$ cat config.mk
export PLATFORM = sky130hd
export DESIGN_NAME = ring_buffer_deque_unit
export DESIGN_NICKNAME = d
export VERILOG_FILES = /design/src/rtl/rbd_pkg.sv /design/src/rtl/rbd_ram.sv /design/src/rtl/rbd_ctrl.sv /design/src/rtl/rbd_dp.sv /design/src/rtl/ring_buffer_deque_unit.sv
export SDC_FILE = /design/constraint.sdc
export NUM_CORES = 2
export LEC_CHECK = 0
export BUFFER_PORTS_ARGS = -buffer_cell sky130_fd_sc_hd__clkbuf_2
export CORE_MARGIN = 2
export CORE_UTILIZATION = 30
export CTS_CLUSTER_SIZE = 25
export DETAILED_ROUTE_END_ITERATION = 10
export PLACE_DENSITY = 0.45
export SETUP_SLACK_MARGIN = 0.1
export SYNTH_ARGS = -nofsm -noshare
export SYNTH_HDL_FRONTEND = slang
export SYNTH_HIERARCHICAL = 1
export SYNTH_SLANG_ARGS = --single-unit
$ cat constraint.sdc
create_clock -name clk -period 11.45 [get_ports clk]
set_input_delay 1.7175 -clock clk [delete_from_list [all_inputs] [get_ports clk]]
set_output_delay 1.7175 -clock clk [all_outputs]
set_load 0.01 [all_outputs]
$ cat src/rtl/rbd_pkg.sv
// ----------------------------------------------------------------------------
// rbd_pkg
// Shared types and constants for the ring buffer deque: word layouts,
// operation and status codes, controller states and control bundles.
// ----------------------------------------------------------------------------
package rbd_pkg;

  // Capacity and data size (capacity must be a power of two)
  localparam int DEPTH      = 64;
  localparam int DATA_WIDTH = 32;
  localparam int PTR_W      = $clog2(DEPTH);
  localparam int CNT_W      = $clog2(DEPTH + 1);

  // Fixed field widths of the channel words
  localparam int OP_W  = 3;
  localparam int POS_W = 6;
  localparam int LEN_W = 7;
  localparam int ST_W  = 3;

  typedef enum logic [OP_W-1:0] {
    OP_PUSH_BACK  = 3'd0,
    OP_PUSH_FRONT = 3'd1,
    OP_POP_BACK   = 3'd2,
    OP_POP_FRONT  = 3'd3,
    OP_READ       = 3'd4,
    OP_WRITE      = 3'd5,
    OP_RESIZE     = 3'd6
  } op_t;

  typedef enum logic [ST_W-1:0] {
    ST_OK    = 3'd0,
    ST_FULL  = 3'd1,
    ST_EMPTY = 3'd2,
    ST_RANGE = 3'd3,
    ST_OVER  = 3'd4
  } status_t;

  typedef enum logic [1:0] {
    S_IDLE = 2'd0,
    S_EXEC = 2'd1,
    S_READ = 2'd2,
    S_FILL = 2'd3
  } state_t;

  typedef struct packed {
    logic [OP_W-1:0]        operation;
    logic [POS_W-1:0]       position;
    logic signed [31:0]     data_in;
    logic [LEN_W-1:0]       target_length;
  } in_word_t;

  typedef struct packed {
    logic signed [31:0]     data_out;
    logic [LEN_W-1:0]       length;
    status_t                status;
  } out_word_t;

  // Controller to datapath commands
  typedef struct packed {
    logic capture;   // latch the accepted input word
    logic rd_issue;  // start the store read for a pop or read
    logic fill;      // write one zero entry and grow the count
    logic commit;    // apply the update and load the result word
  } dp_cmd_t;

  // Datapath to controller status
  typedef struct packed {
    logic needs_read; // operation succeeds and returns a stored value
    logic grow;       // resize still has entries to clear
    logic out_free;   // result register can take a new word
  } dp_sts_t;

endpackage

$ cat src/rtl/rbd_ram.sv
// ----------------------------------------------------------------------------
// rbd_ram
// Generic simple dual-port RAM: one write port, one read port with a
// registered read. The read data holds while no read is issued.
// ----------------------------------------------------------------------------
module rbd_ram #(
  parameter int WIDTH = 32,
  parameter int DEPTH = 64
) (
  input  logic                     clk,
  input  logic                     we,
  input  logic [$clog2(DEPTH)-1:0] waddr,
  input  logic [WIDTH-1:0]         wdata,
  input  logic                     re,
  input  logic [$clog2(DEPTH)-1:0] raddr,
  output logic [WIDTH-1:0]         rdata
);

  logic [WIDTH-1:0] mem [DEPTH];
  logic [WIDTH-1:0] rdata_r;

  // Write port
  always_ff @(posedge clk) begin
    if (we) begin
      mem[waddr] <= wdata;
    end
  end

  // Registered read port
  always_ff @(posedge clk) begin
    if (re) begin
      rdata_r <= mem[raddr];
    end
  end

  assign rdata = rdata_r;

endmodule

$ cat src/rtl/rbd_ctrl.sv
// ----------------------------------------------------------------------------
// rbd_ctrl
// Sequencer for the deque: accept a word, then execute it, with a read
// wait for pops and reads and a zero fill loop for growing resizes.
// ----------------------------------------------------------------------------
module rbd_ctrl (
  input  logic            clk,
  input  logic            rst_n,
  input  logic            in_valid,
  output logic            in_ready,
  input  rbd_pkg::dp_sts_t sts,
  output rbd_pkg::dp_cmd_t cmd
);

  rbd_pkg::state_t state_r, state_nxt;

  // State register
  always_ff @(posedge clk) begin
    if (!rst_n) begin
      state_r <= rbd_pkg::S_IDLE;
    end else begin
      state_r <= state_nxt;
    end
  end

  // Next state
  always_comb begin
    state_nxt = state_r;
    case (state_r)
      rbd_pkg::S_IDLE: begin
        if (in_valid) begin
          state_nxt = rbd_pkg::S_EXEC;
        end
      end
      rbd_pkg::S_EXEC: begin
        if (sts.grow) begin
          state_nxt = rbd_pkg::S_FILL;
        end else if (sts.needs_read) begin
          state_nxt = rbd_pkg::S_READ;
        end else if (sts.out_free) begin
          state_nxt = rbd_pkg::S_IDLE;
        end
      end
      rbd_pkg::S_READ: begin
        if (sts.out_free) begin
          state_nxt = rbd_pkg::S_IDLE;
        end
      end
      rbd_pkg::S_FILL: begin
        if (!sts.grow) begin
          state_nxt = rbd_pkg::S_EXEC;
        end
      end
      default: state_nxt = rbd_pkg::S_IDLE;
    endcase
  end

  // Outputs
  always_comb begin
    in_ready     = 1'b0;
    cmd.capture  = 1'b0;
    cmd.rd_issue = 1'b0;
    cmd.fill     = 1'b0;
    cmd.commit   = 1'b0;
    case (state_r)
      rbd_pkg::S_IDLE: begin
        in_ready    = 1'b1;
        cmd.capture = in_valid;
      end
      rbd_pkg::S_EXEC: begin
        cmd.rd_issue = sts.needs_read && !sts.grow;
        cmd.commit   = !sts.grow && !sts.needs_read && sts.out_free;
      end
      rbd_pkg::S_READ: begin
        cmd.commit = sts.out_free;
      end
      rbd_pkg::S_FILL: begin
        cmd.fill = sts.grow;
      end
      default: begin
        in_ready = 1'b0;
      end
    endcase
  end

endmodule

$ cat src/rtl/rbd_dp.sv
// ----------------------------------------------------------------------------
// rbd_dp
// Deque datapath: held input word, front pointer, element count, ring
// store, operation decode and the registered result word.
// ----------------------------------------------------------------------------
module rbd_dp (
  input  logic               clk,
  input  logic               rst_n,
  input  rbd_pkg::in_word_t  in_data,
  input  rbd_pkg::dp_cmd_t   cmd,
  output rbd_pkg::dp_sts_t   sts,
  output logic               out_valid,
  input  logic               out_ready,
  output rbd_pkg::out_word_t out_data
);

  rbd_pkg::in_word_t           item_r;
  logic [rbd_pkg::PTR_W-1:0]   front_r, front_nxt;
  logic [rbd_pkg::CNT_W-1:0]   count_r, count_nxt;
  logic                        out_valid_r;
  rbd_pkg::out_word_t          out_r;

  logic [rbd_pkg::CNT_W-1:0]   pos_ext;
  logic [rbd_pkg::CNT_W-1:0]   tgt;
  logic                        full, empty, pos_ok, over;
  logic [rbd_pkg::PTR_W-1:0]   back_slot, last_slot, pos_slot, pre_front;
  rbd_pkg::status_t            status;
  logic                        wr_op;
  logic [rbd_pkg::PTR_W-1:0]   wr_addr;
  logic [rbd_pkg::PTR_W-1:0]   rd_addr;
  logic                        ram_we;
  logic [rbd_pkg::PTR_W-1:0]   ram_waddr;
  logic [rbd_pkg::DATA_WIDTH-1:0] ram_wdata;
  logic [rbd_pkg::DATA_WIDTH-1:0] ram_rdata;

  // Hold the accepted word for the whole operation
  always_ff @(posedge clk) begin
    if (cmd.capture) begin
      item_r <= in_data;
    end
  end

  // Slot arithmetic wraps at the power-of-two capacity
  assign pos_ext   = rbd_pkg::CNT_W'(item_r.position);
  assign tgt       = rbd_pkg::CNT_W'(item_r.target_length);
  assign full      = (count_r == rbd_pkg::CNT_W'(rbd_pkg::DEPTH));
  assign empty     = (count_r == '0);
  assign pos_ok    = (pos_ext < count_r);
  assign over      = (tgt > rbd_pkg::CNT_W'(rbd_pkg::DEPTH));
  assign back_slot = front_r + count_r[rbd_pkg::PTR_W-1:0];
  assign last_slot = back_slot - rbd_pkg::PTR_W'(1);
  assign pos_slot  = front_r + pos_ext[rbd_pkg::PTR_W-1:0];
  assign pre_front = front_r - rbd_pkg::PTR_W'(1);

  // Decode the operation against the current pointers
  always_comb begin
    status           = rbd_pkg::ST_OK;
    wr_op            = 1'b0;
    wr_addr          = back_slot;
    rd_addr          = front_r;
    sts.needs_read   = 1'b0;
    sts.grow         = 1'b0;
    sts.out_free     = !out_valid_r || out_ready;
    front_nxt        = front_r;
    count_nxt        = count_r;
    case (rbd_pkg::op_t'(item_r.operation))
      rbd_pkg::OP_PUSH_BACK: begin
        if (full) begin
          status = rbd_pkg::ST_FULL;
        end else begin
          wr_op     = 1'b1;
          count_nxt = count_r + rbd_pkg::CNT_W'(1);
        end
      end
      rbd_pkg::OP_PUSH_FRONT: begin
        if (full) begin
          status = rbd_pkg::ST_FULL;
        end else begin
          wr_op     = 1'b1;
          wr_addr   = pre_front;
          front_nxt = pre_front;
          count_nxt = count_r + rbd_pkg::CNT_W'(1);
        end
      end
      rbd_pkg::OP_POP_BACK: begin
        if (empty) begin
          status = rbd_pkg::ST_EMPTY;
        end else begin
          sts.needs_read = 1'b1;
          rd_addr        = last_slot;
          count_nxt      = count_r - rbd_pkg::CNT_W'(1);
        end
      end
      rbd_pkg::OP_POP_FRONT: begin
        if (empty) begin
          status = rbd_pkg::ST_EMPTY;
        end else begin
          sts.needs_read = 1'b1;
          front_nxt      = front_r + rbd_pkg::PTR_W'(1);
          count_nxt      = count_r - rbd_pkg::CNT_W'(1);
        end
      end
      rbd_pkg::OP_READ: begin
        if (!pos_ok) begin
          status = rbd_pkg::ST_RANGE;
        end else begin
          sts.needs_read = 1'b1;
          rd_addr        = pos_slot;
        end
      end
      rbd_pkg::OP_WRITE: begin
        if (!pos_ok) begin
          status = rbd_pkg::ST_RANGE;
        end else begin
          wr_op   = 1'b1;
          wr_addr = pos_slot;
        end
      end
      rbd_pkg::OP_RESIZE: begin
        if (over) begin
          status = rbd_pkg::ST_OVER;
        end else begin
          sts.grow  = (tgt > count_r);
          count_nxt = tgt;
        end
      end
      default: begin
        status = rbd_pkg::ST_OK;
      end
    endcase
  end

  // Store write: committed push or write, or one zero entry of a fill
  assign ram_we    = (cmd.commit && wr_op) || cmd.fill;
  assign ram_waddr = cmd.fill ? back_slot : wr_addr;
  assign ram_wdata = cmd.fill ? '0 : rbd_pkg::DATA_WIDTH'(item_r.data_in);

  rbd_ram #(
    .WIDTH (rbd_pkg::DATA_WIDTH),
    .DEPTH (rbd_pkg::DEPTH)
  ) u_ram (
    .clk   (clk),
    .we    (ram_we),
    .waddr (ram_waddr),
    .wdata (ram_wdata),
    .re    (cmd.rd_issue),
    .raddr (rd_addr),
    .rdata (ram_rdata)
  );

  // Advance pointers on commit, grow the count one entry per fill cycle
  always_ff @(posedge clk) begin
    if (!rst_n) begin
      front_r <= '0;
      count_r <= '0;
    end else if (cmd.fill) begin
      count_r <= count_r + rbd_pkg::CNT_W'(1);
    end else if (cmd.commit) begin
      front_r <= front_nxt;
      count_r <= count_nxt;
    end
  end

  // Result word register
  always_ff @(posedge clk) begin
    if (!rst_n) begin
      out_valid_r <= 1'b0;
    end else if (cmd.commit) begin
      out_valid_r <= 1'b1;
    end else if (out_ready) begin
      out_valid_r <= 1'b0;
    end
  end

  always_ff @(posedge clk) begin
    if (cmd.commit) begin
      out_r.data_out <= sts.needs_read ? signed'(32'(ram_rdata)) : '0;
      out_r.length   <= rbd_pkg::LEN_W'(count_nxt);
      out_r.status   <= status;
    end
  end

  assign out_valid = out_valid_r;
  assign out_data  = out_r;

endmodule

$ cat src/rtl/ring_buffer_deque_unit.sv
// ----------------------------------------------------------------------------
// ring_buffer_deque_unit
// Fixed-capacity double-ended queue in a ring store with front pointer and
// element count; push, pop, indexed read/write and resize with zero fill.
//
//   channel  ports                        word
//   -------  ---------------------------  -------------------------------
//   input    in_valid in_ready in_data    operation position data_in
//                                         target_length
//   result   out_valid out_ready out_data data_out length status
//
// One word at a time. Pop and read wait for the registered read port of the
// ring store before the result is loaded; push, write, resize without growth
// and any failed operation load it straight from execute. A growing resize
// first runs the zero fill, which writes one entry per cycle through the single
// write port, then returns to execute to load its result.
// The next word is accepted the cycle after the result is loaded, even while
// that result waits for out_ready.
// Reset clears the pointers, the count and the result valid flag; the store is not cleared.
// ----------------------------------------------------------------------------
module ring_buffer_deque_unit (
  input  logic               clk,
  input  logic               rst_n,
  input  logic               in_valid,
  output logic               in_ready,
  input  rbd_pkg::in_word_t  in_data,
  output logic               out_valid,
  input  logic               out_ready,
  output rbd_pkg::out_word_t out_data
);

  rbd_pkg::dp_cmd_t cmd;
  rbd_pkg::dp_sts_t sts;

  rbd_ctrl u_ctrl (
    .clk      (clk),
    .rst_n    (rst_n),
    .in_valid (in_valid),
    .in_ready (in_ready),
    .sts      (sts),
    .cmd      (cmd)
  );

  rbd_dp u_dp (
    .clk       (clk),
    .rst_n     (rst_n),
    .in_data   (in_data),
    .cmd       (cmd),
    .sts       (sts),
    .out_valid (out_valid),
    .out_ready (out_ready),
    .out_data  (out_data)
  );

endmodule

* Word-level counts from Yosys, hierarchy flattened
Memory sizes are Yosys's and may differ from the RTL's. A register that Yosys moved wholly into a read port is not among the register bits. Cells that the tools add are included.
Storage, ports and cells: bits in registers 106, latch bits 0, bits in writable memories 2048, ROM bits 0, output and inout port bits 44, word-level logic and storage cells 101, memories kept 1
Operators by class: add/sub/neg operators 7, multipliers 0, divide/modulo/power cells 0, magnitude comparators 3, eq/ne operators 14, shift-type cells 0, mux-type cells 44, bitwise logic cells 1, reduce and logical (&&, ||, !) cells 20
Memory list:
- u_dp.u_ram.mem | words 64, width 32, rd ports 1, clocked after Yosys merged registers in 1, write ports 1, RTL line rbd_ram.sv:19 | logic [WIDTH-1:0] mem [DEPTH];
Operators with widths (number):
- 6-bit 2-to-1 mux | 7
- 6-bit case mux with 2 select lines | 3
- 7-bit 2-to-1 mux | 5
- 32-bit 2-to-1 mux | 1
- 7-bit case mux with 3 select lines | 1
- 1-bit 2-to-1 mux | 14
- 2-bit 2-to-1 mux | 7
- 6-bit adder | 2
- 3-bit case mux with 4 select lines | 1
- 6-bit by 1-bit subtractor with 6-bit output (second input constant) | 2
- 3-bit == test (second input constant) | 3
- 2-bit != test (second input constant) | 4
- 2-bit case mux with 4 select lines | 1
- 7-bit by 1-bit adder with 7-bit output (second input constant) | 1
- 7-bit == test (second input constant) | 1
- 7-bit greater-than comparator | 1
- 7-bit greater-than comparator (second input constant) | 1
- 7-bit logical NOT | 1
- 6-bit by 7-bit < comparator with 1-bit output | 1
- 7-bit by 1-bit subtractor with 7-bit output (second input constant) | 1
- 6-bit by 1-bit adder with 6-bit output (second input constant) | 1
- 3-bit by 2-bit == test with 1-bit output (second input constant) | 2
- 1-bit case mux with 2 select lines | 3
- 2-bit nonzero test | 3
- 13 further kinds | 22

* Logic depth before layout (Yosys ltp)
word-level depth 11, mapped depth 20, mapped depth without buffers 18

* By module
The synthesis kept the hierarchy.
Modules (own cells, without submodules):
- rbd_ram | times used 1, cells an instance 3324, area an instance 78835.6 um^2, sequential area each 62459.9 um^2
- rbd_dp | times used 1, cells an instance 524, area an instance 5711.7 um^2, sequential area each 2982.9 um^2
- rbd_ctrl | times used 1, cells an instance 31, area an instance 237.7 um^2, sequential area each 40.0 um^2

* Worst setup path after synthesis
OpenSTA, ideal clock, no wires.
kind register to register, start register u_dp/count_r[5] (netlist name), end memory u_dp.u_ram.mem[49][0] (enable), library setup time 0.461 ns, arrival time 8.108 ns, data required time 10.989 ns, slack 2.882 ns, cell stages (with the launch flop) 18, path buffers 2, clock period less this slack 8.568 ns, path through dfxtp_1 -> buf_2 -> clkinv_1 -> ha_1 -> a21oi_1 -> a21oi_1 -> a21o_1 -> nor2_1 -> a21oi_1 -> buf_2 -> inv_1 -> or3b_1 -> a21oi_1 -> inv_1 -> o21ai_0 -> nor2b_1 -> nand4_1 -> nor3_1
RTL lines:
- start: declaration | RTL line rbd_dp.sv:19 | logic [rbd_pkg::CNT_W-1:0] count_r, count_nxt;
- start signal: assignment | RTL line rbd_dp.sv:157 | count_r <= count_r + rbd_pkg::CNT_W'(1);
- start signal: assignment | RTL line rbd_dp.sv:160 | count_r <= count_nxt;
- end: declaration | RTL line rbd_ram.sv:19

==> reports/metrics.yaml <==
critical_path_class: "register to register"
r2r_end: "u_dp/u_ram/mem[47][13]"
ir_drop_mv: 0.123
ys_warn_count: 6
rr_startpoint: "u_dp/count_r[5]"
firstDrtPassIters: 7
hpwl_um: 136000
grt_start_max_net_pins: 103
max-slew-margin-rel_pct: 18.9
wire_per_inst_um: 29.6
core-area_sq_um: 282000
syn_inst: 3879
path_max_fanout: 32
cp_cell_sequence: "clkinv_1, ha_1, nand4_1, o22ai_1, a211oi_1, nand2_2, inv_4, buf_4, inv_1, nand2_1, nor2_1, o211ai_1, a221o_1, nand3b_1, nor2_4"
fin_skew_ns: 0.0362
area_delta_synth_final_pct: 15.7
whs_path_depth: 2
fin_nets: 4239
drive_gt1_share_pct: 28.3
r2r_setup_slack_ns: 4.44
fin_area_sq_um: 98100
synth_seq_cells: 2186
cp_slowest_cell: "nor2_4"
grtUsageTotal_pct: 16.6
outcome: "finished clean"
syn_area_per_cell_sq_um: 21.9
slew_violations: 0
yosys-top-cells-area: "edfxtp_1 77%, mux4_2 14%, mux2i_1 1.1%, nor2_1 0.77%, o22ai_1 0.66%"
crit_path_end_kind: "register"
h-tree-depth: 4
min_path_type: "register to register"
fp-row-count: 195
yosysSeqAreaShare_pct: 77.2
p_per_area_nw_per_um2: 171
die_area_sq_um: 287000
hold_end: "u_ctrl/state_r[1]"
drt-initial-drc-count: 4271
fp.dieH_um: 536
worstSkewPairLatency_ns: 0.88
viasPerCell: 5.03
holdBufCountCts: 0
syn-cell-area_sq_um: 84800
start_util_pct: 30.1
final-setup-viol-count: 0
worstRegToRegCells: 15
cts_made_buffers: 230
synth_edf_count: 2170
crit_arrival_ns: 7.47
period_share_pct: 61.2
power_leakage_nw: 29.4
final_common_cell: "edfxtp_1"
grt_pass1_vias: 42100
maxCapViolations: 0
gp_congestion: 0.806
required_ns: 11.91
cts-resized-gates: 0
grt_pass1_wl_um: 338000
hold_viol: 0
async_flop_share_pct: 0
pin_count: 96
crit_buf_inv: 4
antenna_found_initial: 14
min_from: "u_ctrl/state_r[1]"
rsz0062_at_grt: "false"
ys_types: 82
die_x_um: 536
root_buffer: "clkbuf_16"
clock-sinks: 2186
synth_top_area_share_pct: 76.9
worstMarginPinSlew_ns: 1.21
vias: 40700
path_clk_slew_ns: 0.06
yosys.area.top_type: "edfxtp_1"
grt_overflow_total: 0
ant_nets: 0
wl_um: 239000
fin_tns_setup_ns: 0
io_buffers: 95
min_period_ns: 7.01
final_cell_mix: "2170 x edfxtp_1, 544 x mux4_2, 233 x clkbuf_16, 151 x buf_4, 111 x nor2_1"
post_cts_buffers: 0
syn-num-nets: 3964
cts_buffer_depth: 4
crit_family: "simple AND/OR/NAND/NOR gates"
max_stage_delay_ns: 1.18
clock.fmax_mhz: 143
drcViolationCount: 0
synthFlopType: "edfxtp_1"
fin_util_pct: 34.8
fin_hold_ws_ns: 0.489
tritoncts: "yes"
dpl_cell_area_sq_um: 91000
start_kind: "register"
==> where the power goes <==
part,total [W],leakage (nW),switching [W],internal [W]
Sequential,0.00888,19.7,0.0000151,0.00886
Clock,0.00715,3.44,0.00309,0.00406
Combinational,0.000761,6.25,0.000527,0.000235
==> metal layers <==
metal	vias up	wire length [um]	track usage, %	part of all wire (%)
met1	22400	104000	22.8	43
met2	1122	119000	28.0	50
met5	-	13	0	0.0054
met4	2	4450	3.48	1.9
met3	281	12100	2.32	5.0
li1	16900	-	-	-
==> worst min-delay path: cells and delay by family, from the launching register on <==
| family | cells | cell delay [ns] |
|---|---|---|
| AO/OA/AOI/OAI | 1 | 0.05 |
| flip-flops | 1 | 0.33 |
| AND/OR/NAND/NOR | 1 | 0.06 |
==> Yosys cell counts (all sizes together) (3+ instances only) <==
library cell	instances
a211oi	6
a21boi	3
a21o	5
a21oi	96
a221o	5
a22oi	13
a311oi	9
a31oi	7
a32oi	4
a41o	4
and2	8
and3	10
and4	3
buf	120
clkbuf	88
dfxtp	16
edfxtp	2170
ha	31
inv	28
mux2i	93
mux4	544
nand2	62
nand2b	18
nand3	18
nand3b	5
nand4	6
nor2	174
nor2b	86
nor3	13
nor3b	3
o21a	4
o21ai	21
o221ai	33
o22ai	89
o31ai	3
o32ai	4
or2	5
or3	4
or3b	6
or4b	3
xnor2	18
xor2	8
==> through the flow <==
step	setup WS, ns	power (W)	std cells
floorplan	2.88	0.00947	3879
global placement	4.54	0.00982	7665
detailed placement	4.51	0.00983	7665
CTS	4.47	0.0170	8076
global route	3.96	0.0173	8077
finish	4.44	0.0168	8086
==> final cells by class <==
cell class / count / area, sq um
diodes: 10 / 25.0
clock buffers: 283 / 6050
clock inverters: 128 / 1020
fillers: 26200 / 184000
inverters: 29 / 111
multi-input cells: 1456 / 19000
flip-flops and latches: 2186 / 65500
well taps: 3743 / 4680
repair buffers: 251 / 1710
==> registers in the layout, indices dropped and copies added (netlist names) <==
name	count
u_ctrl/state_r	2
u_dp/count_r	7
u_dp/front_r	6
u_dp/item_r	41
u_dp/out_data	42
u_dp/out_valid	1
u_dp/tgt	7
u_dp/u_ram/mem	2048
u_dp/u_ram/rdata	32
==> worst max path at each step <==
stage	start	to	slack, ns	depth (start not counted)
floorplan	u_dp/count_r[5]	u_dp/u_ram/mem[49][0]	2.88	17
global placement	u_dp/count_r[5]	u_dp/u_ram/mem[47][13]	4.54	15
detailed placement	u_dp/count_r[5]	u_dp/u_ram/mem[47][13]	4.51	15
CTS	u_dp/count_r[5]	u_dp/u_ram/mem[35][3]	4.47	19
global route	u_dp/count_r[5]	u_dp/u_ram/mem[47][13]	3.96	15
finish	u_dp/count_r[5]	u_dp/u_ram/mem[47][13]	4.44	15
==> cell families after synthesis <==
group	after synthesis	share of synthesized area, %
XOR/XNOR	26	0.269
flip-flops	2186	77.2
buffers and inverters	237	1.32
AND/OR/NAND/NOR	431	2.52
adder cells (fa/ha/maj)	33	0.505
AO/OA/AOI/OAI	328	2.59
multiplexers	638	15.6
(Power assumes the default switching activity.)
